<file path="src/rtl/core/smf_pkg.sv">
// Shared types, constants and arithmetic helpers of the sample filter block.
package smf_pkg;

	localparam int SAMPLE_W    = 16;
	localparam int COEF_W      = 16;
	localparam int FRAC_W      = 16;
	localparam int WEIGHT_REGS = 5;
	localparam int TAPS_DEFAULT = 5;
	localparam int CFG_IDX_W   = 3;
	localparam int CFG_DATA_W  = COEF_W;

	// Wide working widths for products and accumulations
	localparam int PROD_W = 40;
	localparam int ACC_W  = 24;

	// Configuration register indexes
	localparam logic [CFG_IDX_W-1:0] CFG_TAP_FIRST = 3'd0;
	localparam logic [CFG_IDX_W-1:0] CFG_TAP_LAST  = 3'd4;
	localparam logic [CFG_IDX_W-1:0] CFG_OLD_GAIN  = 3'd5;
	localparam logic [CFG_IDX_W-1:0] CFG_NEW_GAIN  = 3'd6;

	typedef logic signed [SAMPLE_W-1:0] sample_t;
	typedef logic [COEF_W-1:0] coef_t;

	localparam coef_t [WEIGHT_REGS-1:0] TAP_WEIGHT_RST =
		{16'd1861, 16'd15532, 16'd30749, 16'd15532, 16'd1861};
	localparam coef_t OLD_GAIN_RST = 16'd19661;
	localparam coef_t NEW_GAIN_RST = 16'd45875;

	typedef struct packed {
		coef_t [WEIGHT_REGS-1:0] tap_weight;
		coef_t                   old_gain;
		coef_t                   new_gain;
	} cfg_t;

	typedef struct packed {
		sample_t sample;
	} sample_item_t;

	typedef struct packed {
		sample_t raw_sample;
		sample_t moving_average;
		sample_t iir_output;
		sample_t fir_output;
	} result_item_t;

	// Pipeline advance controls shared between the stages
	typedef struct packed {
		logic take_s1;  // input transfer into stage 1
		logic load_s2;  // stage 2 registers may load
		logic item_s2;  // a real item moves from stage 1 into stage 2
		logic load_s3;  // output register may load
	} stage_en_t;

	localparam logic signed [PROD_W-1:0] TRUNC_BIAS = PROD_W'(2 ** FRAC_W - 1);
	localparam logic signed [ACC_W-1:0]  SAT_HI     = ACC_W'(2 ** (SAMPLE_W - 1) - 1);
	localparam logic signed [ACC_W-1:0]  SAT_LO     = -ACC_W'(2 ** (SAMPLE_W - 1));

	// Q0.16 product back to integer, truncating toward zero
	function automatic logic signed [ACC_W-1:0] trunc_q16(input logic signed [PROD_W-1:0] v);
		logic signed [PROD_W-1:0] b;
		b = v + (v[PROD_W-1] ? TRUNC_BIAS : '0);
		return b[FRAC_W +: ACC_W];
	endfunction

	// Clamp to the signed sample range
	function automatic sample_t sat_sample(input logic signed [ACC_W-1:0] v);
		sample_t r;
		if (v > SAT_HI) begin
			r = SAT_HI[SAMPLE_W-1:0];
		end else if (v < SAT_LO) begin
			r = SAT_LO[SAMPLE_W-1:0];
		end else begin
			r = v[SAMPLE_W-1:0];
		end
		return r;
	endfunction

endpackage

</file>
<file path="src/rtl/core/smf_iir.sv">
// First-order recursive filter holding the previous output.
module smf_iir (
	input  logic               clk,
	input  logic               arst_n,
	input  smf_pkg::stage_en_t en,
	input  smf_pkg::sample_t   sample,
	input  smf_pkg::cfg_t      cfg,
	output smf_pkg::sample_t   iir_value
);
	import smf_pkg::*;

	localparam int TERM_W = SAMPLE_W + COEF_W + 2;

	sample_t                  prev_iir_q;
	logic signed [TERM_W-1:0] old_term;
	logic signed [TERM_W-1:0] new_term;
	logic signed [TERM_W-1:0] mix;
	sample_t                  iir_next;

	always_comb begin
		old_term = $signed({1'b0, cfg.old_gain}) * prev_iir_q;
		new_term = $signed({1'b0, cfg.new_gain}) * sample;
		mix      = old_term + new_term;
		iir_next = sat_sample(trunc_q16(PROD_W'(mix)));
	end

	// advance only when a real item enters stage 2
	always_ff @(posedge clk or negedge arst_n) begin
		if (!arst_n) begin
			prev_iir_q <= '0;
		end else if (en.item_s2) begin
			prev_iir_q <= iir_next;
		end
	end

	assign iir_value = prev_iir_q;

endmodule

</file>
<file path="config.mk">
export PLATFORM = sky130hd
export DESIGN_NAME = smf_iir
export DESIGN_NICKNAME = d
export VERILOG_FILES = /design/src/rtl/core/smf_pkg.sv /design/src/rtl/core/smf_iir.sv
export SDC_FILE = /design/constraint.sdc
export NUM_CORES = 1
export LEC_CHECK = 0
export BUFFER_PORTS_ARGS = -buffer_cell sky130_fd_sc_hd__buf_2
export CAP_MARGIN = 20
export CORE_AREA = 2 2 260 262
export CTS_CLUSTER_SIZE = 12
export DETAILED_ROUTE_END_ITERATION = 8
export DIE_AREA = 0 0 262 264
export GPL_TIMING_DRIVEN = 1
export PLACE_DENSITY_LB_ADDON = 0.15
export SLEW_MARGIN = 20
export SYNTH_ARGS = -nofsm -noshare
export SYNTH_HDL_FRONTEND = slang
export SYNTH_SLANG_ARGS = --single-unit
</file>
<file path="constraint.sdc">
create_clock -name clk -period 16.9 [get_ports clk]
set_input_delay 2.535 -clock clk [delete_from_list [all_inputs] [get_ports clk]]
set_output_delay 2.535 -clock clk [all_outputs]
set_load 0.05 [all_outputs]
</file>
Word-level counts from Yosys, hierarchy flattened
Index checks and enable logic that the tools add are counted.
{ "op_classes": {"n_addsub": 2, "multipliers": 2, "order_cmp": 2, "muxes": 3} }
{ "op_table": {"columns": ["operator", "count"], "rows": [
  ["multiplier 17 x 16 -> 33 bit", 2],
  ["two-way mux 16 bit", 3],
  ["adder 34 x 17 -> 35 bit", 1],
  ["adder 33 x 33 -> 34 bit", 1],
  ["> comparator 19 x 16 -> 1 bit (second input constant)", 1],
  ["less-than comparator 19 x 16 -> 1 bit (second input constant)", 1]
]} }
{ "word_totals": {"regBits": 16, "out_inout_bits": 16, "word_cells": 10} }

Depth between registers and ports, before layout
Gate-level depths: netlist of run 1.
{ "logic_depth": {"depth_word": 7, "ltp_mapped": 39, "depth_no_buf": 37} }

Least setup slack after synthesis of run 1
Ideal clock, no wire load.
{ "synth_timing": {"path_type": "input to register", "start": "in cfg[24] in the netlist's numbering", "end": "reg prev_iir_q[13] (netlist: iir_value[13])", "arrival_time_ps": 11174, "slack_ps": 5648, "cell_stages": 34, "cell_sequence": "clkbuf_1 > nand2_1 > fa_1 > inv_1 > fa_1 > inv_1 > fa_1 > fa_1 > inv_1 > fa_1 > fa_1 > inv_1 > fa_1 > fa_1 > inv_1 > ha_1 > buf_2 > and3_1 > nand2_1 > a211oi_2 > o31a_4 > a21oi_4 > xnor2_2 > ha_1 > nand2_1 > or4b_2 > and3b_1 > nor3_1 > a31oi_4 > nor3_4 > a2bb2oi_4 > buf_6 > o22ai_1 > a21oi_1"} }
{ "synth_between": {"elab_chain_cells": 7, "word_cells_on_any_way": 8, "cone_classes": "add/sub: 2; mul: 1; order compare: 2; mux: 3"} }
{ "synth_rtl": {"columns": ["item", "line", "text"], "rows": [
  ["from (decl)", "smf_iir.sv:7", "input smf_pkg::cfg_t cfg,"],
  ["multiplier 17 x 16 -> 33 bit (*)", "smf_iir.sv:21", "old_term = $signed({1'b0, cfg.old_gain}) * prev_iir_q;"],
  ["adder 33 x 33 -> 34 bit (*)", "smf_iir.sv:23", "mix = old_term + new_term;"],
  ["two-way mux 16 bit", "smf_pkg.sv:62", "b = v + (v[PROD_W-1] ? TRUNC_BIAS : '0);"],
  ["adder 34 x 17 -> 35 bit (*)", "smf_pkg.sv:62", null],
  ["less-than comparator 19 x 16 -> 1 bit", "smf_pkg.sv:71", "end else if (v < SAT_LO) begin"],
  ["two-way mux 16 bit", "smf_pkg.sv:71", null],
  ["two-way mux 16 bit (*)", "smf_pkg.sv:69", "if (v > SAT_HI) begin"],
  ["to (signal assigned)", "smf_iir.sv:32", "prev_iir_q <= iir_next;"],
  ["to (decl)", "smf_iir.sv:14", "sample_t prev_iir_q;"]
]} }
Mark *: on every way between the ends. The rest lies on a longest branch, timed or not.
A chain may end at the register's enable or synchronous reset.

Worst setup path in the final report of run 1
{ "layout_timing": {"start": "in sample[1]", "end": "reg prev_iir_q[13] (netlist: iir_value[13])"} }
{ "layout_between": {"elab_chain_cells": 7, "word_cells_on_any_way": 8, "cone_classes": "add/sub: 2; mul: 1; order compare: 2; mux: 3"} }
{ "layout_rtl": {"columns": ["item", "line", "text"], "rows": [
  ["from (decl)", "smf_iir.sv:6", "input smf_pkg::sample_t sample,"],
  ["multiplier 17 x 16 -> 33 bit (*)", "smf_iir.sv:22", "new_term = $signed({1'b0, cfg.new_gain}) * sample;"],
  ["adder 33 x 33 -> 34 bit (*)", "smf_iir.sv:23", null],
  ["two-way mux 16 bit", "smf_pkg.sv:62", null],
  ["adder 34 x 17 -> 35 bit (*)", "smf_pkg.sv:62", null],
  ["less-than comparator 19 x 16 -> 1 bit", "smf_pkg.sv:71", null],
  ["two-way mux 16 bit", "smf_pkg.sv:71", null],
  ["two-way mux 16 bit (*)", "smf_pkg.sv:69", null]
]} }
Marks and branches as above.

==> flow_summary.json, run 1 <==
{
  "cp.required_ns": 17.07,
  "critical_path_buf_inv_count": 6,
  "chipWidth_um": 262,
  "cts_buffers": 3,
  "min_delay_worst_endpoint": "iir_value[5]$_DFFE_PN0P_",
  "grt_pass1_wl_um": 87850,
  "crit_path_end_kind": "register",
  "postRouteAntennaNets": 0,
  "io_pins": 150,
  "core_area_um2": 66560,
  "io_buffers": 66,
  "synth_ff_type": "dfrtp_1",
  "crit_fanout": 16,
  "track_usage": 0.1620,
  "synthCells": 2221,
  "clockBufferDepth": 2,
  "rr_endpoint": "iir_value[13]$_DFFE_PN0P_",
  "clk_pin_slew_ns": 0.05,
  "worstMarginPinSlew_ns": 1.026,
  "cts_root_buf": "clkbuf_16",
  "cp_common_cell": "fa_1",
  "grt_max_degree": 20,
  "drive_gt1_frac": 0.04240,
  "areaGrowthSynthToFinish_pct": 6.171,
  "r2r_start": "iir_value[8]$_DFFE_PN0P_",
  "cp_slowest_cell": "or4b_2",
  "vias_per_cell": 4.577,
  "firstDrtPassIters": 5,
  "first_global_vias": 15789,
  "cts_max_level": 1,
  "synth_area_per_cell_um2": 8.873,
  "crit_family": "adder cells",
  "status": "completed",
  "yosys_warnings": 0,
  "initial_core_util": 0.2961,
  "hold-path-cell-count": 2,
  "slowest_delay_ns": 0.70,
  "dieArea_um2": 69170,
  "hold_start": "iir_value[5]$_DFFE_PN0P_",
  "syn_nets": 3045,
  "vias": 14142,
  "cts_tree": "yes",
  "path_class": "in -> reg",
  "fp.dieH_um": 264,
  "synthDistinctLibCells": 71,
  "clk_latency_ns": 0.25,
  "gp_congestion": 0.8104,
  "tns_ns": 0,
  "crit_path_start_kind": "primary input",
  "cts_resized": 0,
  "overflow": 0,
  "min_period_ns": 12.43,
  "cp_data_arrival_time_ns": 12.60,
  "hold_viol_final": 0,
  "antenna_found_initial": 0,
  "syn_area_um2": 19710,
  "finalSetupViolations": 0,
  "final_max_slew_viol_count": 0,
  "wirelength_um": 52980,
  "synth_edf_count": 0,
  "fillers": 7096,
  "maxCapViolCount": 0,
  "seq_area_frac_synth": 0.02032,
  "synthArstFlopShare": 1.000,
  "fin_skew_ns": 0.002330,
  "place_hpwl_um": 46000,
  "min_path_type": "reg -> reg",
  "rsz0062_at_grt": "false",
  "drtIter0Drc": 562,
  "rr_worst_depth": 31,
  "clkSinkCount": 16,
  "cts_setup_buffers": 0,
  "final_net_count": 3042,
  "ys_ff_latch": 16,
  "regToRegSetupSlack_ns": 6.34,
  "slew-limit-headroom": 0.3113,
  "core.rowCount": 95,
  "largest_reg_flops": 16,
  "postCtsHoldBufs": 0,
  "antennaDiodeCount": 0,
  "finalCritPeriodShare": 0.7353,
  "drc": 0,
  "max_freq_ghz": 0.08048,
  "routedWlPerCell_um": 17.15
}
==> how the worst max path moves through the flow <==
| stage | start | to | slack (ns) | cells after the start |
|---|---|---|---|---|
| floorplan | cfg[24] | iir_value[13]$_DFFE_PN0P_ | 5.65 | 34 |
| global placement | cfg[24] | iir_value[10]$_DFFE_PN0P_ | 4.29 | 32 |
| detailed placement | cfg[24] | iir_value[13]$_DFFE_PN0P_ | 4.23 | 32 |
| CTS | sample[1] | iir_value[13]$_DFFE_PN0P_ | 4.45 | 32 |
| global route | cfg[24] | iir_value[13]$_DFFE_PN0P_ | 3.91 | 32 |
| finish | sample[1] | iir_value[13]$_DFFE_PN0P_ | 4.47 | 32 |
==> routing by layer <==
| metal | share of wire | routed length (µm) | GRT usage |
|---|---|---|---|
| met5 | 0 | 0 | 0 |
| met1 | 0.44 | 23350 | 0.2169 |
| met4 | 0.014 | 720 | 0.01878 |
| met3 | 0.020 | 1081 | 0.003646 |
| met2 | 0.53 | 27830 | 0.2987 |
==> stage by stage <==
| stage | cell area (µm²) | hold WS (ns) | setup WS [ns] | util | std cells |
|---|---|---|---|---|---|
| detailed placement | 20840 | 0.6786 | 4.232 | 0.3130 | 3086 |
| floorplan | 19710 | 0.8318 | 5.648 | - | 2221 |
| global placement | 20840 | 0.6666 | 4.293 | 0.3130 | 3086 |
| CTS | 20920 | 0.6866 | 4.453 | 0.3143 | 3090 |
| finish | 20920 | 0.6826 | 4.474 | 0.3143 | 3090 |
| global route | 20920 | 0.7400 | 3.914 | 0.3143 | 3090 |
==> area by class of cell <==
cell class                      instances  area [µm²]  share of cell area
Timing Repair Buffer                   69       352.8             0.01686
Sequential cell                        16       400.4             0.01914
Multi-Input combinational cell       1550       16820              0.8039
Tap cell                              873        1092             0.05220
Inverter                              578        2170              0.1037
Clock buffer                            4       88.84            0.004246
==> worst reg2reg max path, delay by kind of cell (launching register included) <==
kind            cells  cell delay [ns]
fa+ha+maj          10             4.80
simple gates        8             2.02
compound gates      7             1.77
flops               1             0.93
xor+xnor            1             0.69
buf+inv             5             0.25
==> cell usage after synthesis (14+ instances only) <==
| master | instances | area (µm²) |
|---|---|---|
| xor2_1 | 14 | 122.6 |
| a21oi_1 | 47 | 235.2 |
| inv_1 | 577 | 2166 |
| nor2_1 | 66 | 247.7 |
| xnor2_1 | 30 | 262.8 |
| nor2b_1 | 17 | 106.4 |
| o21ai_0 | 17 | 85.08 |
| fa_1 | 450 | 9009 |
| dfrtp_1 | 16 | 400.4 |
| and2_1 | 261 | 1633 |
| ha_1 | 240 | 3003 |
| clkbuf_1 | 65 | 244.0 |
| nand2_1 | 263 | 987.2 |
==> cell families after synthesis <==
kind of cell | synth area share
AND/OR/NAND/NOR | 0.1733
multiplexers | 0.002285
adder cells (fa/ha/maj) | 0.6095
flip-flops | 0.02032
buffers and inverters | 0.1262
AO/OA/AOI/OAI | 0.04800
XOR/XNOR | 0.02038
==> cell usage in the layout (no fill, tap or decap), types with 6 or more instances in the layout <==
cell / n
nand3_1: 9
nand2b_1: 8
nand4_1: 6
xnor2_1: 30
a21o_1: 12
ha_1: 240
or3_1: 11
fa_1: 450
nor2_1: 66
buf_2: 66
and2_1: 261
a31oi_1: 9
nor2b_1: 17
dfrtp_1: 16
xor2_1: 14
nand2_1: 263
inv_1: 577
nor3_1: 13
a21oi_1: 47
o21a_1: 7
o21ai_0: 17
Power of run 1 is not shown: default switching activity piles up to over one toggle a cycle in this logic, so the estimate is an artifact.
==> run 2: changes to the inputs <==
Clock period 16.9 ns to 11.34 ns, I/O delays scaled along.
==> flow_summary.json, run 2 (same netlist as run 1, synthesis figures left out) <==
{
  "grt_pass1_wl_um": 88370,
  "hold_viol_final": 0,
  "status": "completed",
  "wirelength_um": 54050,
  "max_freq_ghz": 0.09231,
  "clk_latency_ns": 0.25,
  "final_cells": 3134,
  "track_usage": 0.1643,
  "rsz0062_at_grt": "false",
  "core.rowCount": 95,
  "cp.required_ns": 11.52,
  "chipWidth_um": 262,
  "cts_tree": "yes",
  "cp_common_cell": "fa_1",
  "final_max_slew_viol_count": 0,
  "vias_per_cell": 4.524,
  "crit_path_start_kind": "primary input",
  "vias": 14177,
  "initial_core_util": 0.2961,
  "layout_common_cells": "inv_1, fa_1, nand2_1, and2_1, ha_1",
  "largest_reg_flops": 16,
  "finish.utilization": 0.3198,
  "clk_pin_slew_ns": 0.05,
  "cp_data_arrival_time_ns": 11.01,
  "dpl_cell_area_um2": 21160,
  "postRouteAntennaNets": 0,
  "slew-limit-headroom": 0.2556,
  "min_path_type": "reg -> reg",
  "drive_gt1_frac": 0.06106,
  "cts_buffers": 3,
  "drc": 0,
  "maxCapViolCount": 0,
  "layout_commonest_cell": "inv_1",
  "crit_family": "adder cells",
  "dieArea_um2": 69170,
  "fp.dieH_um": 264,
  "finish.instance_area_um2": 21280,
  "drtIter0Drc": 520,
  "firstDrtPassIters": 5,
  "crit_fanout": 16,
  "path_class": "in -> reg",
  "cts_root_buf": "clkbuf_16",
  "finalCritPeriodShare": 0.9553,
  "gp_congestion": 0.8101,
  "postCtsHoldBufs": 0,
  "cts_max_level": 1,
  "first_global_vias": 15878,
  "worstMarginPinSlew_ns": 1.109,
  "overflow": 0,
  "cp_slowest_cell": "or4b_2",
  "critical_path_buf_inv_count": 5,
  "clockBufferDepth": 2,
  "tns_ns": 0,
  "routedWlPerCell_um": 17.25,
  "antenna_found_initial": 3,
  "io_pins": 150,
  "final_net_count": 3085,
  "io_buffers": 66,
  "clkSinkCount": 16,
  "place_hpwl_um": 48650,
  "dpl.cell_count": 3128,
  "min_period_ns": 10.83,
  "core_area_um2": 66560,
  "slowest_delay_ns": 0.70,
  "grt_max_degree": 20,
  "finalSetupViolations": 0,
  "crit_path_end_kind": "register",
  "fin_skew_ns": 0.005868,
  "areaGrowthSynthToFinish_pct": 8.000
}
## run 2: cell types whose count changed in the layout (fill, tap and decap cells not counted), sizes merged
| cell | delta |
|---|---|
| buf | +41 |
| clkbuf | +2 |
| diode | +1 |
## run 2: through the flow
| stage | setup WS (ns) | hold WS [ns] |
|---|---|---|
| floorplan | 0.9219 | 0.8318 |
| global placement | 0.1605 | 0.7456 |
| detailed placement | 0.03654 | 0.7537 |
| CTS | 0.2811 | 0.7617 |
| global route | 0.04471 | 0.7741 |
| finish | 0.5073 | 0.7568 |
## run 2: final timing paths
kind	from	endpoint	slack, ns	depth (start not counted)
min in group asynchronous	arst_n	iir_value[9]$_DFFE_PN0P_	1.37	1
max reg2reg	iir_value[8]$_DFFE_PN0P_	iir_value[1]$_DFFE_PN0P_	1.36	31
min	iir_value[7]$_DFFE_PN0P_	iir_value[7]$_DFFE_PN0P_	0.76	2
max	cfg[22]	iir_value[1]$_DFFE_PN0P_	0.51	31
max in group asynchronous	arst_n	iir_value[7]$_DFFE_PN0P_	9.69	1
min reg2reg	iir_value[7]$_DFFE_PN0P_	iir_value[7]$_DFFE_PN0P_	0.76	2
## run 2: per-layer routing
metal	wire (µm)	track usage	part of all wire	vias up
met5	0	0	0	-
met4	794	0.02016	0.015	0
met3	1228	0.006429	0.023	30
met2	27920	0.2988	0.52	185
met1	24100	0.2211	0.45	7338
li1	-	-	-	6624
## run 2: cell type report
| type | count | area (µm²) |
|---|---|---|
| Fill cell | 7141 | 45280 |
| Multi-Input combinational cell | 1550 | 16820 |
| Inverter | 578 | 2170 |
| Tap cell | 873 | 1092 |
| Timing Repair Buffer | 112 | 705.7 |
| Sequential cell | 16 | 400.4 |
| Clock buffer | 4 | 88.84 |
| Antenna cell | 1 | 2.502 |
## run 2: tightest hold or removal path, cell delays in order (launching register included)
cell and delay (ns):
dfrtp_1 0.52, nor2_1 0.16, nor2_1 0.05
## run 2: what timing repair did
action / in CTS / in global routing
resized for setup: 0 / 3
setup endpoints to repair: 0 / 15
setup buffers: 0 / 1
Power of run 2 is left out for the same reason.
