--- config.mk ---
export PLATFORM = sky130hd
export DESIGN_NAME = smf_history
export DESIGN_NICKNAME = d
export VERILOG_FILES = /design/src/rtl/core/smf_pkg.sv /design/src/rtl/core/smf_history.sv
export SDC_FILE = /design/constraint.sdc
export NUM_CORES = 1
export LEC_CHECK = 0
export BUFFER_PORTS_ARGS = -buffer_cell sky130_fd_sc_hd__buf_2
export CAP_MARGIN = 40
export CORE_MARGIN = 2
export CORE_UTILIZATION = 54
export CTS_CLUSTER_SIZE = 12
export DETAILED_ROUTE_END_ITERATION = 16
export HOLD_SLACK_MARGIN = 0.15
export PLACE_DENSITY = 0.84
export SETUP_SLACK_MARGIN = 0.5
export SYNTH_ARGS = -nofsm -noshare
export SYNTH_HDL_FRONTEND = slang
export SYNTH_SLANG_ARGS = --single-unit
--- constraint.sdc ---
create_clock -name clk -period 2.96 [get_ports clk]
set_input_delay 0.148 -clock clk [delete_from_list [all_inputs] [get_ports clk]]
set_output_delay 0.148 -clock clk [all_outputs]
set_load 0.03 [all_outputs]
--- src/rtl/core/smf_pkg.sv ---
// Shared types, constants and arithmetic helpers of the sample filter block.
package smf_pkg;

	localparam int SAMPLE_W    = 16;
	localparam int COEF_W      = 16;
	localparam int FRAC_W      = 16;
	localparam int WEIGHT_REGS = 5;
	localparam int TAPS_DEFAULT = 5;
	localparam int CFG_IDX_W   = 3;
	localparam int CFG_DATA_W  = COEF_W;

	// Wide working widths for products and accumulations
	localparam int PROD_W = 40;
	localparam int ACC_W  = 24;

	// Configuration register indexes
	localparam logic [CFG_IDX_W-1:0] CFG_TAP_FIRST = 3'd0;
	localparam logic [CFG_IDX_W-1:0] CFG_TAP_LAST  = 3'd4;
	localparam logic [CFG_IDX_W-1:0] CFG_OLD_GAIN  = 3'd5;
	localparam logic [CFG_IDX_W-1:0] CFG_NEW_GAIN  = 3'd6;

	typedef logic signed [SAMPLE_W-1:0] sample_t;
	typedef logic [COEF_W-1:0] coef_t;

	localparam coef_t [WEIGHT_REGS-1:0] TAP_WEIGHT_RST =
		{16'd1861, 16'd15532, 16'd30749, 16'd15532, 16'd1861};
	localparam coef_t OLD_GAIN_RST = 16'd19661;
	localparam coef_t NEW_GAIN_RST = 16'd45875;

	typedef struct packed {
		coef_t [WEIGHT_REGS-1:0] tap_weight;
		coef_t                   old_gain;
		coef_t                   new_gain;
	} cfg_t;

	typedef struct packed {
		sample_t sample;
	} sample_item_t;

	typedef struct packed {
		sample_t raw_sample;
		sample_t moving_average;
		sample_t iir_output;
		sample_t fir_output;
	} result_item_t;

	// Pipeline advance controls shared between the stages
	typedef struct packed {
		logic take_s1;  // input transfer into stage 1
		logic load_s2;  // stage 2 registers may load
		logic item_s2;  // a real item moves from stage 1 into stage 2
		logic load_s3;  // output register may load
	} stage_en_t;

	localparam logic signed [PROD_W-1:0] TRUNC_BIAS = PROD_W'(2 ** FRAC_W - 1);
	localparam logic signed [ACC_W-1:0]  SAT_HI     = ACC_W'(2 ** (SAMPLE_W - 1) - 1);
	localparam logic signed [ACC_W-1:0]  SAT_LO     = -ACC_W'(2 ** (SAMPLE_W - 1));

	// Q0.16 product back to integer, truncating toward zero
	function automatic logic signed [ACC_W-1:0] trunc_q16(input logic signed [PROD_W-1:0] v);
		logic signed [PROD_W-1:0] b;
		b = v + (v[PROD_W-1] ? TRUNC_BIAS : '0);
		return b[FRAC_W +: ACC_W];
	endfunction

	// Clamp to the signed sample range
	function automatic sample_t sat_sample(input logic signed [ACC_W-1:0] v);
		sample_t r;
		if (v > SAT_HI) begin
			r = SAT_HI[SAMPLE_W-1:0];
		end else if (v < SAT_LO) begin
			r = SAT_LO[SAMPLE_W-1:0];
		end else begin
			r = v[SAMPLE_W-1:0];
		end
		return r;
	endfunction

endpackage

--- src/rtl/core/smf_history.sv ---
// Sample history shift line, newest first, with a running sum of its entries.
module smf_history #(
	parameter int TAPS = smf_pkg::TAPS_DEFAULT,
	localparam int SUM_W = smf_pkg::SAMPLE_W + $clog2(TAPS)
) (
	input  logic                            clk,
	input  logic                            arst_n,
	input  smf_pkg::stage_en_t              en,
	input  smf_pkg::sample_t                sample,
	output smf_pkg::sample_t [TAPS-1:0]     taps,
	output logic signed [SUM_W-1:0]         ring_sum
);
	import smf_pkg::*;

	sample_t [TAPS-1:0]      taps_q;
	logic signed [SUM_W-1:0] sum_q;

	always_ff @(posedge clk or negedge arst_n) begin
		if (!arst_n) begin
			taps_q <= '0;
			sum_q  <= '0;
		end else if (en.take_s1) begin
			taps_q[0] <= sample;
			for (int i = 1; i < TAPS; i++) begin
				taps_q[i] <= taps_q[i-1];
			end
			// add the newcomer, drop the oldest entry
			sum_q <= sum_q + SUM_W'(sample) - SUM_W'(taps_q[TAPS-1]);
		end
	end

	assign taps     = taps_q;
	assign ring_sum = sum_q;

endmodule

# After elaboration in Yosys (flattened, before gate mapping)
# Index checks and enable logic that the tools add are counted.
[word_totals]
word_cells = 8
reg_bits = 99
out_inout_bits = 99
inputBits = 22
[classes]
addsub = 2
[op_table]
columns = ["operator", "n"]
rows = [
  ["adder 19 x 16 -> 19 bit", 1],
  ["subtractor 19 x 16 -> 19 bit", 1],
]

# Logic depth before layout (Yosys ltp)
# Gate-level depths: netlist of the first run.
[depth]
word_depth = 2
ltp_mapped = 11
ltp_nobuf = 11

# Least setup slack after synthesis of the first run
# Ideal clock, no wire load.
[synth_timing]
kind = "reg2reg"
startpoint = "register sum_q[1], in the netlist ring_sum[1]"
endpoint = "register sum_q[18], in the netlist ring_sum[18]"
path_slack_ns = 0.097
setup_time_ns = 0.133
synth_period_minus_slack_ns = 2.863
n_path_buf = 0
stages_incl_launch_ff = 11
required_ns = 2.827
arrival_time_ns = 2.731
path_cell_list = "dfrtp_1 -> inv_1 -> fa_1 -> inv_1 -> fa_1 -> a21oi_1 -> o221ai_2 -> a21o_4 -> a2111oi_4 -> nor4b_2 -> xnor2_1"
[synth_between]
elab_chain_cells = 2
[synth_rtl]
columns = ["item", "line_no", "text"]
rows = [
  ["start: declaration", "smf_history.sv:16", "logic signed [SUM_W-1:0] sum_q;"],
  ["start signal: assignment", "smf_history.sv:28", "sum_q <= sum_q + SUM_W'(sample) - SUM_W'(taps_q[TAPS-1]);"],
  ["adder 19 x 16 -> 19 bit", "smf_history.sv:28", ""],
  ["subtractor 19 x 16 -> 19 bit", "smf_history.sv:28", ""],
]
# No other way between the ends.
# A chain may end at the register's enable or synchronous reset.

# Worst setup path in the final report of the first run
# Ends and elaborated chain as after synthesis.

==> report_table.html, run 1 <==
<table>
<tr><th>Metric</th><th>Value</th></tr>
<tr><th colspan="2">Clocking</th></tr>
<tr><td>Clock Path Buffers</td><td>2</td></tr>
<tr><td>Clock tree from TritonCTS</td><td>built</td></tr>
<tr><td>Clock net sink count</td><td>99</td></tr>
<tr><td>Insertion delay to the later sink of the worst-skew pair</td><td>0.37 ns</td></tr>
<tr><td># H-tree levels</td><td>3</td></tr>
<tr><td>Number of buffers added by the clock tree synthesis step</td><td>9</td></tr>
<tr><td>Clock-pin slew on the worst setup and hold paths</td><td>0.11 ns</td></tr>
<tr><td>Cell chosen for the clock root</td><td>sky130_fd_sc_hd__clkbuf_8</td></tr>
<tr><th colspan="2">STA</th></tr>
<tr><td>Final Hold Viols</td><td>0</td></tr>
<tr><td>Maximum clock skew at final layout</td><td>0.01652 ns</td></tr>
<tr><td>Total Neg Setup Slack</td><td>0 ns</td></tr>
<tr><td>Slew Limit Fails</td><td>0</td></tr>
<tr><td>Max Freq</td><td>379.0 MHz</td></tr>
<tr><td>Final Setup Violations</td><td>0</td></tr>
<tr><td>Unrepaired setup endpoints after global routing</td><td>yes</td></tr>
<tr><td>Relative max-transition margin</td><td>51.51%</td></tr>
<tr><td>Minimum clock period after layout</td><td>2.639 ns</td></tr>
<tr><td>Worst Tran Pin Value</td><td>0.7274 ns</td></tr>
<tr><td>Share of the cycle needed by the critical path after routing</td><td>89.14%</td></tr>
<tr><th colspan="2">Drt</th></tr>
<tr><td>Final wirelength</td><td>11170 um</td></tr>
<tr><td>Post-route ant nets</td><td>0</td></tr>
<tr><td>Routed WL per cell</td><td>15.25 um</td></tr>
<tr><td>Overall via count from detail_route</td><td>3763</td></tr>
<tr><td>Routed vias/inst</td><td>5.141</td></tr>
<tr><td>Violation count after the first detailed-route iteration</td><td>113</td></tr>
<tr><td>First-pass iteration count of the detailed router</td><td>4</td></tr>
<tr><td>Residual DRC</td><td>0</td></tr>
<tr><th colspan="2">Floorplan</th></tr>
<tr><td>Die footprint</td><td>10500 um^2</td></tr>
<tr><td>Number of top-level pins</td><td>121</td></tr>
<tr><td># rows</td><td>35</td></tr>
<tr><td>Width of the chip</td><td>102.5 um</td></tr>
<tr><td>Area of the core</td><td>9328 um^2</td></tr>
<tr><td>DIE HEIGHT</td><td>102.5 um</td></tr>
<tr><td>Initial standard-cell utilization of the core</td><td>56.11%</td></tr>
<tr><th colspan="2">Power and ir drop</th></tr>
<tr><td>Design Power</td><td>8.863 mW</td></tr>
<tr><td>Reported net switching power</td><td>4.175 mW</td></tr>
<tr><td>Clock power share</td><td>9.2%</td></tr>
<tr><td>Internal power component</td><td>4.688 mW</td></tr>
<tr><td>IR drop worst, VDD</td><td>0.0005846 V</td></tr>
<tr><td>Power density over the cells</td><td>1304 nW/um^2</td></tr>
<tr><td>Reported leakage power</td><td>3.185 nW</td></tr>
<tr><td>Portion of total power attributed to sequential cells</td><td>22.7%</td></tr>
<tr><td>Proportion of total power due to net switching</td><td>47.11%</td></tr>
<tr><td>Relative contribution of combinational cells to total power</td><td>68.1%</td></tr>
<tr><th colspan="2">Synthesis</th></tr>
<tr><td>Async SR Flop Fraction</td><td>100.0%</td></tr>
<tr><td>Proportion of netlist area held by the largest area contributor</td><td>47.33%</td></tr>
<tr><td>Netlist area before placement</td><td>5234 um^2</td></tr>
<tr><td>Largest cells by area after synthesis</td><td>sky130_fd_sc_hd__dfrtp_1, sky130_fd_sc_hd__mux2_2, sky130_fd_sc_hd__fa_1</td></tr>
<tr><td>Main flop type after synthesis</td><td>sky130_fd_sc_hd__dfrtp_1</td></tr>
<tr><td>Mean instance size in the synthesized netlist</td><td>11.63 um^2</td></tr>
<tr><td>Top cell type by total area after synthesis</td><td>sky130_fd_sc_hd__dfrtp_1</td></tr>
<tr><td>EDFF count, synth</td><td>0</td></tr>
<tr><td>Number of distinct standard cells referenced by the synthesized netlist</td><td>48</td></tr>
<tr><td>Net count after synthesis</td><td>510</td></tr>
<tr><td>Sequential area share after synthesis</td><td>47.33%</td></tr>
<tr><td>Total of warnings raised by yosys</td><td>0</td></tr>
<tr><td>Count of mapped cells out of synthesis</td><td>450</td></tr>
<tr><td>Number of synthesized register bits</td><td>99</td></tr>
<tr><th colspan="2">Setup path</th></tr>
<tr><td>Capture point of the worst reg-to-reg path</td><td>ring_sum[18]$_DFFE_PN0P_</td></tr>
<tr><td>Launch point of the worst reg-to-reg path</td><td>ring_sum[1]$_DFFE_PN0P_</td></tr>
<tr><td>Setup slack of the worst register-to-register path</td><td>0.32 ns</td></tr>
<tr><td>Setup CP Type</td><td>reg2reg</td></tr>
<tr><td>Arrival time of the worst setup path</td><td>2.89 ns</td></tr>
<tr><td>Endpoint class of the critical path</td><td>flip-flop</td></tr>
<tr><td>Worst Reg2Reg Path Length in Cells</td><td>10</td></tr>
<tr><td>Startpoint type of the worst setup path</td><td>flip-flop</td></tr>
<tr><td>Required time of the worst setup path</td><td>3.21 ns</td></tr>
<tr><td>CP Max Fanout</td><td>4</td></tr>
<tr><th colspan="2">Finish</th></tr>
<tr><td>Most common library cell in the layout ignoring fill and taps</td><td>sky130_fd_sc_hd__buf_2</td></tr>
<tr><td>Final instance area</td><td>6794 um^2</td></tr>
<tr><td>Fraction of final layout cells with drive strength greater than 1</td><td>52.90%</td></tr>
<tr><td>Layout-stage area growth over the synthesis result</td><td>29.81%</td></tr>
<tr><td># nets final</td><td>658</td></tr>
<tr><td>Commonest non-fill, non-tap cells in the layout</td><td>sky130_fd_sc_hd__buf_2, sky130_fd_sc_hd__mux2_2, sky130_fd_sc_hd__dfrtp_1</td></tr>
<tr><td>Antenna diodes</td><td>0</td></tr>
<tr><th colspan="2">Place</th></tr>
<tr><td>Half-perimeter wire length of the detailed placement result</td><td>7741 um</td></tr>
<tr><td>IO buf count</td><td>117</td></tr>
<tr><td>Dpl cell area</td><td>6117 um^2</td></tr>
<tr><td>GPL Wtd Cong</td><td>0.8306</td></tr>
<tr><th colspan="2">Global route</th></tr>
<tr><td>Largest net degree at the start of global routing</td><td>61</td></tr>
<tr><td>Number of global-route vias before repair</td><td>3703</td></tr>
<tr><td>Global-route usage over all layers</td><td>21.30%</td></tr>
<tr><td>GR Overflow Total</td><td>0</td></tr>
<tr><td>Wire length of the first global-routing pass</td><td>17370 um</td></tr>
<tr><td>Number of antenna violations at the first check in global routing</td><td>0</td></tr>
<tr><th colspan="2">Min path</th></tr>
<tr><td>Kind of path behind the tightest hold check</td><td>in2async</td></tr>
<tr><th colspan="2">Flow run</th></tr>
<tr><td>Number of max-cap violations</td><td>0</td></tr>
<tr><th colspan="2">Run status</th></tr>
<tr><td>Run status</td><td>finished, final reports clean</td></tr>
</table>
## worst max-delay path, cell delays in order (launching register included)
cell and delay (ns):
sky130_fd_sc_hd__dfrtp_2 0.38, sky130_fd_sc_hd__inv_2 0.05, sky130_fd_sc_hd__fa_1 0.51, sky130_fd_sc_hd__inv_2 0.06, sky130_fd_sc_hd__fa_2 0.37, sky130_fd_sc_hd__a21oi_2 0.21
sky130_fd_sc_hd__o221ai_2 0.14, sky130_fd_sc_hd__a21o_4 0.26, sky130_fd_sc_hd__a2111oi_4 0.31, sky130_fd_sc_hd__nor4b_2 0.10, sky130_fd_sc_hd__xnor2_1 0.13
## power by group through the flow
stage               registers [mW]  logic, mW  clock network, mW
floorplan                     2.71       3.16                  0
global placement              2.01       4.79                  0
detailed placement            2.05       4.94                  0
CTS                           2.01       5.33              0.838
global route                  2.07       6.53              0.893
finish                        2.01       6.04              0.812
## registers in the layout, summed over array words and instances, names as in the netlist
| signal | count |
|---|---|
| ring_sum | 19 |
| taps | 80 |
## metrics by stage
stage | instances | hold WS, ns | utilization [%] | setup slack [ns]
6_report | 732 | 0.2650 | 72.84 | 0.3213
2_1_floorplan | 450 | -0.1476 | - | 0.4022
3_5_place_dp | 686 | 0.1124 | 65.58 | 0.3242
4_1_cts | 727 | 0.2456 | 70.85 | 0.3520
5_1_grt | 732 | 0.2798 | 72.84 | 0.1954
3_3_place_gp | 686 | 0.09913 | 65.58 | 0.3766
## synthesized netlist by cell type (all sizes together), types with 4 or more instances
master	count
xor2	4
a21o	8
nor3	5
o21a	4
xnor2	6
nor2	14
nand2	21
or3	4
nand2b	4
clkbuf	11
ha	20
fa	18
dfrtp	99
a21oi	21
o21ai	17
mux2	80
inv	72
nand3	7
## cell type report
type | count | area, um^2
multi-input combinational | 266 | 2776
fill | 633 | 2534
sequential | 99 | 2515
timing repair buffer | 150 | 888.4
inverter | 72 | 270.3
tap | 129 | 161.4
clock buffer | 9 | 123.9
clock inverter | 7 | 58.81
## how the worst max path moves through the flow
stage | cells after the start | from | slack [ns] | to
global placement | 9 | taps[78]$_DFFE_PN0P_ | 0.38 | ring_sum[18]$_DFFE_PN0P_
floorplan | 10 | ring_sum[1]$_DFFE_PN0P_ | 0.40 | ring_sum[18]$_DFFE_PN0P_
CTS | 9 | taps[76]$_DFFE_PN0P_ | 0.35 | ring_sum[18]$_DFFE_PN0P_
detailed placement | 9 | taps[70]$_DFFE_PN0P_ | 0.32 | ring_sum[18]$_DFFE_PN0P_
finish | 10 | ring_sum[1]$_DFFE_PN0P_ | 0.32 | ring_sum[18]$_DFFE_PN0P_
global route | 9 | taps[79]$_DFFE_PN0P_ | 0.20 | ring_sum[18]$_DFFE_PN0P_
## layer usage
metal / part of all wire [%] / up-vias / global-route usage (%)
met4: 1.9 / 0 / 6.974
met2: 50 / 80 / 35.55
li1: - / 1805 / -
met1: 44 / 1864 / 27.76
met5: 0 / - / 0
met3: 4.3 / 14 / 4.720
## cell families (layout without fill, tap and decap cells)
logic type      count (synthesis)  count (layout)  share of synthesized area, %
fa+ha+maj                      38              38                         11.67
xor+xnor                       10              10                         1.673
compound gates                 67              67                         9.037
mux                            82              82                         17.59
buf+inv                        85             238                         6.144
simple gates                   69              69                         6.550
flops                          99              99                         47.33
## timing repair
item | 4_1_cts | 5_1_grt
endpoints found under the setup margin | 10 | 12
hold endpoints to repair | 47 | 0
resized for setup | 12 | 31
hold buffers | 17 | 0
setup buffers | 8 | 5
pin swaps | 11 | 19
(Power assumes the default switching activity.)
==> run 2, diff against run 1 <==
--- a/config.mk
+++ b/config.mk
@@ -12,6 +12,7 @@
 export CTS_CLUSTER_SIZE = 12
 export DETAILED_ROUTE_END_ITERATION = 16
 export HOLD_SLACK_MARGIN = 0.15
+export MAX_ROUTING_LAYER = met4
 export PLACE_DENSITY = 0.84
 export SETUP_SLACK_MARGIN = 0.5
 export SYNTH_ARGS = -nofsm -noshare
==> report_table.html, run 2 (synthesis results as in run 1) <==
<table>
<tr><th>Metric</th><th>Value</th></tr>
<tr><th colspan="2">Setup path</th></tr>
<tr><td>Critical-path cell list</td><td>inv_2, fa_1, inv_2, fa_2, a21oi_4, o221ai_2, a21o_4, a2111oi_4, nor4b_4, xnor2_1 (was inv_2, fa_1, inv_2, fa_2, a21oi_2, o221ai_2, a21o_4, a2111oi_4, nor4b_2, xnor2_1)</td></tr>
<tr><td>Arrival time of the worst setup path</td><td>2.90 ns (was 2.89 ns)</td></tr>
<tr><td>Launch point of the worst reg-to-reg path</td><td>ring_sum[1]$_DFFE_PN0P_ (unchanged)</td></tr>
<tr><td>Endpoint class of the critical path</td><td>flip-flop (unchanged)</td></tr>
<tr><td>CP Max Fanout</td><td>4 (unchanged)</td></tr>
<tr><td>Setup CP Type</td><td>reg2reg (unchanged)</td></tr>
<tr><td>Critical Path Slowest Stage Cell</td><td>sky130_fd_sc_hd__fa_1 (unchanged)</td></tr>
<tr><td>Most numerous cell on the critical path</td><td>sky130_fd_sc_hd__inv_2 (unchanged)</td></tr>
<tr><td>Setup slack of the worst register-to-register path</td><td>0.31 ns (was 0.32 ns)</td></tr>
<tr><td>Number of buffer and inverter stages on the critical path</td><td>2 (unchanged)</td></tr>
<tr><td>Depth of the critical timing path with buffers and inverters included</td><td>10 (unchanged)</td></tr>
<tr><td>Capture point of the worst reg-to-reg path</td><td>ring_sum[18]$_DFFE_PN0P_ (unchanged)</td></tr>
<tr><td>Startpoint type of the worst setup path</td><td>flip-flop (unchanged)</td></tr>
<tr><td>Top delay family on crit path</td><td>compound AO/OA/AOI/OAI gates (unchanged)</td></tr>
<tr><td>Stage delay of the slowest cell on the critical path</td><td>0.51 ns (about the same)</td></tr>
<tr><td>Worst Reg2Reg Path Length in Cells</td><td>10 (unchanged)</td></tr>
<tr><td>Required time of the worst setup path</td><td>3.21 ns (about the same)</td></tr>
<tr><th colspan="2">STA</th></tr>
<tr><td>Max Freq</td><td>377.3 MHz (was 379.0 MHz)</td></tr>
<tr><td>Worst Tran Pin Value</td><td>0.6897 ns (was 0.7274 ns)</td></tr>
<tr><td>Maximum clock skew at final layout</td><td>0.02062 ns (was 0.01652 ns)</td></tr>
<tr><td>Minimum clock period after layout</td><td>2.650 ns (was 2.639 ns)</td></tr>
<tr><td>Unrepaired setup endpoints after global routing</td><td>yes (unchanged)</td></tr>
<tr><td>Relative max-transition margin</td><td>54.02% (was 51.51%)</td></tr>
<tr><td>Share of the cycle needed by the critical path after routing</td><td>89.54% (was 89.14%)</td></tr>
<tr><td>Total Neg Setup Slack</td><td>0 ns (unchanged)</td></tr>
<tr><td>Final Hold Viols</td><td>0 (unchanged)</td></tr>
<tr><td>Slew Limit Fails</td><td>0 (unchanged)</td></tr>
<tr><td>Final Setup Violations</td><td>0 (unchanged)</td></tr>
<tr><th colspan="2">Clocking</th></tr>
<tr><td>Cell chosen for the clock root</td><td>sky130_fd_sc_hd__clkbuf_8 (unchanged)</td></tr>
<tr><td>Clock-pin slew on the worst setup and hold paths</td><td>0.09 ns (was 0.11 ns)</td></tr>
<tr><td>Number of buffers added by the clock tree synthesis step</td><td>9 (unchanged)</td></tr>
<tr><td>Insertion delay to the later sink of the worst-skew pair</td><td>0.38 ns (was 0.37 ns)</td></tr>
<tr><td>Clock net sink count</td><td>99 (unchanged)</td></tr>
<tr><td>Clock Path Buffers</td><td>2 (unchanged)</td></tr>
<tr><td># H-tree levels</td><td>3 (unchanged)</td></tr>
<tr><td>Clock tree from TritonCTS</td><td>built (unchanged)</td></tr>
<tr><th colspan="2">Power and ir drop</th></tr>
<tr><td>Internal power component</td><td>4.639 mW (was 4.688 mW)</td></tr>
<tr><td>Reported net switching power</td><td>4.074 mW (was 4.175 mW)</td></tr>
<tr><td>IR drop worst, VDD</td><td>0.0005338 V (was 0.0005846 V)</td></tr>
<tr><td>Power density over the cells</td><td>1290 nW/um^2 (was 1304 nW/um^2)</td></tr>
<tr><td>Portion of total power attributed to sequential cells</td><td>23.1% (was 22.7%)</td></tr>
<tr><td>Proportion of total power due to net switching</td><td>46.75% (was 47.11%)</td></tr>
<tr><td>Reported leakage power</td><td>3.197 nW (was 3.185 nW)</td></tr>
<tr><td>Clock power share</td><td>10.4% (was 9.2%)</td></tr>
<tr><td>Relative contribution of combinational cells to total power</td><td>66.5% (was 68.1%)</td></tr>
<tr><th colspan="2">Finish</th></tr>
<tr><td>Antenna diodes</td><td>0 (unchanged)</td></tr>
<tr><td>Commonest non-fill, non-tap cells in the layout</td><td>sky130_fd_sc_hd__buf_2, sky130_fd_sc_hd__mux2_2, sky130_fd_sc_hd__dfrtp_1 (unchanged)</td></tr>
<tr><td>Layout-stage area growth over the synthesis result</td><td>29.02% (was 29.81%)</td></tr>
<tr><td>Most common library cell in the layout ignoring fill and taps</td><td>sky130_fd_sc_hd__buf_2 (unchanged)</td></tr>
<tr><td>Final cell count without fillers</td><td>731 (was 732)</td></tr>
<tr><td># nets final</td><td>657 (was 658)</td></tr>
<tr><td>Flip-flop count of the largest register after layout</td><td>80 (unchanged)</td></tr>
<tr><td>Fraction of final layout cells with drive strength greater than 1</td><td>51.33% (was 52.90%)</td></tr>
<tr><th colspan="2">Global route</th></tr>
<tr><td>Wire length of the first global-routing pass</td><td>17460 um (was 17370 um)</td></tr>
<tr><td>Largest net degree at the start of global routing</td><td>100 (was 61)</td></tr>
<tr><td>Global-route usage over all layers</td><td>21.92% (was 21.30%)</td></tr>
<tr><td>GR Overflow Total</td><td>0 (unchanged)</td></tr>
<tr><td>Number of antenna violations at the first check in global routing</td><td>0 (unchanged)</td></tr>
<tr><td>Number of global-route vias before repair</td><td>3719 (was 3703)</td></tr>
<tr><th colspan="2">Drt</th></tr>
<tr><td>Residual DRC</td><td>0 (unchanged)</td></tr>
<tr><td>Post-route ant nets</td><td>0 (unchanged)</td></tr>
<tr><td>Routed WL per cell</td><td>15.33 um (was 15.25 um)</td></tr>
<tr><td>Violation count after the first detailed-route iteration</td><td>144 (was 113)</td></tr>
<tr><td>Routed vias/inst</td><td>5.253 (was 5.141)</td></tr>
<tr><td>Overall via count from detail_route</td><td>3840 (was 3763)</td></tr>
<tr><td>First-pass iteration count of the detailed router</td><td>5 (was 4)</td></tr>
<tr><td>Final wirelength</td><td>11200 um (was 11170 um)</td></tr>
<tr><th colspan="2">Min path</th></tr>
<tr><td>Kind of path behind the tightest hold check</td><td>in2reg (was in2async)</td></tr>
<tr><td>Endpoint of the worst hold-timing path</td><td>ring_sum[14]$_DFFE_PN0P_</td></tr>
<tr><td>Number of instances on the worst hold path</td><td>2</td></tr>
<tr><td>Hold path startpoint</td><td>en[3]</td></tr>
<tr><th colspan="2">Place</th></tr>
<tr><td>Half-perimeter wire length of the detailed placement result</td><td>7608 um (was 7741 um)</td></tr>
<tr><td>Dpl cells</td><td>685 (was 686)</td></tr>
<tr><td>IO buf count</td><td>117 (unchanged)</td></tr>
<tr><td>GPL Wtd Cong</td><td>0.8421 (was 0.8306)</td></tr>
<tr><th colspan="2">Run status</th></tr>
<tr><td>Run status</td><td>finished, final reports clean (unchanged)</td></tr>
<tr><th colspan="2">Floorplan</th></tr>
<tr><td>DIE HEIGHT</td><td>102.5 um (unchanged)</td></tr>
<tr><td>Area of the core</td><td>9328 um^2 (unchanged)</td></tr>
<tr><td>Die footprint</td><td>10500 um^2 (unchanged)</td></tr>
<tr><td># rows</td><td>35 (unchanged)</td></tr>
<tr><td>Number of top-level pins</td><td>121 (unchanged)</td></tr>
<tr><td>Initial standard-cell utilization of the core</td><td>56.11% (unchanged)</td></tr>
<tr><td>Width of the chip</td><td>102.5 um (unchanged)</td></tr>
<tr><th colspan="2">Flow run</th></tr>
<tr><td>Number of max-cap violations</td><td>0 (unchanged)</td></tr>
</table>
-- run 2: changes by cell type in the layout (fill, tap and decap cells not counted), moves of 2 or more --
cell                      delta
sky130_fd_sc_hd__a21oi_2     -2
sky130_fd_sc_hd__buf_6       -2
sky130_fd_sc_hd__nor2_1      +2
sky130_fd_sc_hd__nor2_2      -2
sky130_fd_sc_hd__o21ai_1     +2
-- run 2: repair_timing --
action                                  in CTS  in global routing
pin swaps                                    3                  7
endpoints found under the setup margin      10                 13
gates resized for setup                     10                 20
hold buffers                                17                  0
endpoints found under the hold margin      115                  0
buffers inserted                             2                 11
-- run 2: layout make-up --
class	count	area, um^2
clock buffer	9	123.9
clock inverter	7	81.33
fill	664	2575
inverter	72	270.3
multi-input combinational	266	2715
sequential	99	2515
tap	129	161.4
timing repair buffer	149	885.9
-- run 2: per-layer routing --
layer	GRT usage [%]	share of wire (%)	wire length, um
met1	28.49	43	4869
met2	34.59	49	5519
met3	3.625	4.8	536
met4	8.615	2.5	278
met5	-	0	0
-- run 2: per-stage QoR --
stage | hold WS (ns) | power (mW) | util (%) | worst slack, ns | instance area (um^2)
after floorplan | -0.1476 | 5.867 | - | 0.4022 | 5394
after detailed placement | 0.2513 | 6.992 | 65.63 | 0.2906 | 6122
after CTS | 0.3394 | 8.151 | 70.30 | 0.3237 | 6558
after global placement | 0.2411 | 6.805 | 65.63 | 0.3751 | 6122
after global routing | 0.3698 | 9.309 | 72.39 | 0.2516 | 6753
final | 0.3362 | 8.713 | 72.39 | 0.3096 | 6753
-- run 2: power by group through the flow --
stage	sequential, mW	combinational [mW]	clock, mW
CTS	2.02	5.20	0.933
global placement	2.01	4.79	0
detailed placement	2.04	4.95	0
finish	2.02	5.79	0.906
floorplan	2.71	3.16	0
global route	2.07	6.26	0.983
-- run 2: worst max path at each step --
stage / from / end
2_1_floorplan: ring_sum[1]$_DFFE_PN0P_ / ring_sum[18]$_DFFE_PN0P_
3_3_place_gp: taps[78]$_DFFE_PN0P_ / ring_sum[18]$_DFFE_PN0P_
3_5_place_dp: taps[79]$_DFFE_PN0P_ / ring_sum[18]$_DFFE_PN0P_
4_1_cts: taps[79]$_DFFE_PN0P_ / ring_sum[18]$_DFFE_PN0P_
5_1_grt: ring_sum[6]$_DFFE_PN0P_ / ring_sum[18]$_DFFE_PN0P_
6_report: ring_sum[1]$_DFFE_PN0P_ / ring_sum[18]$_DFFE_PN0P_
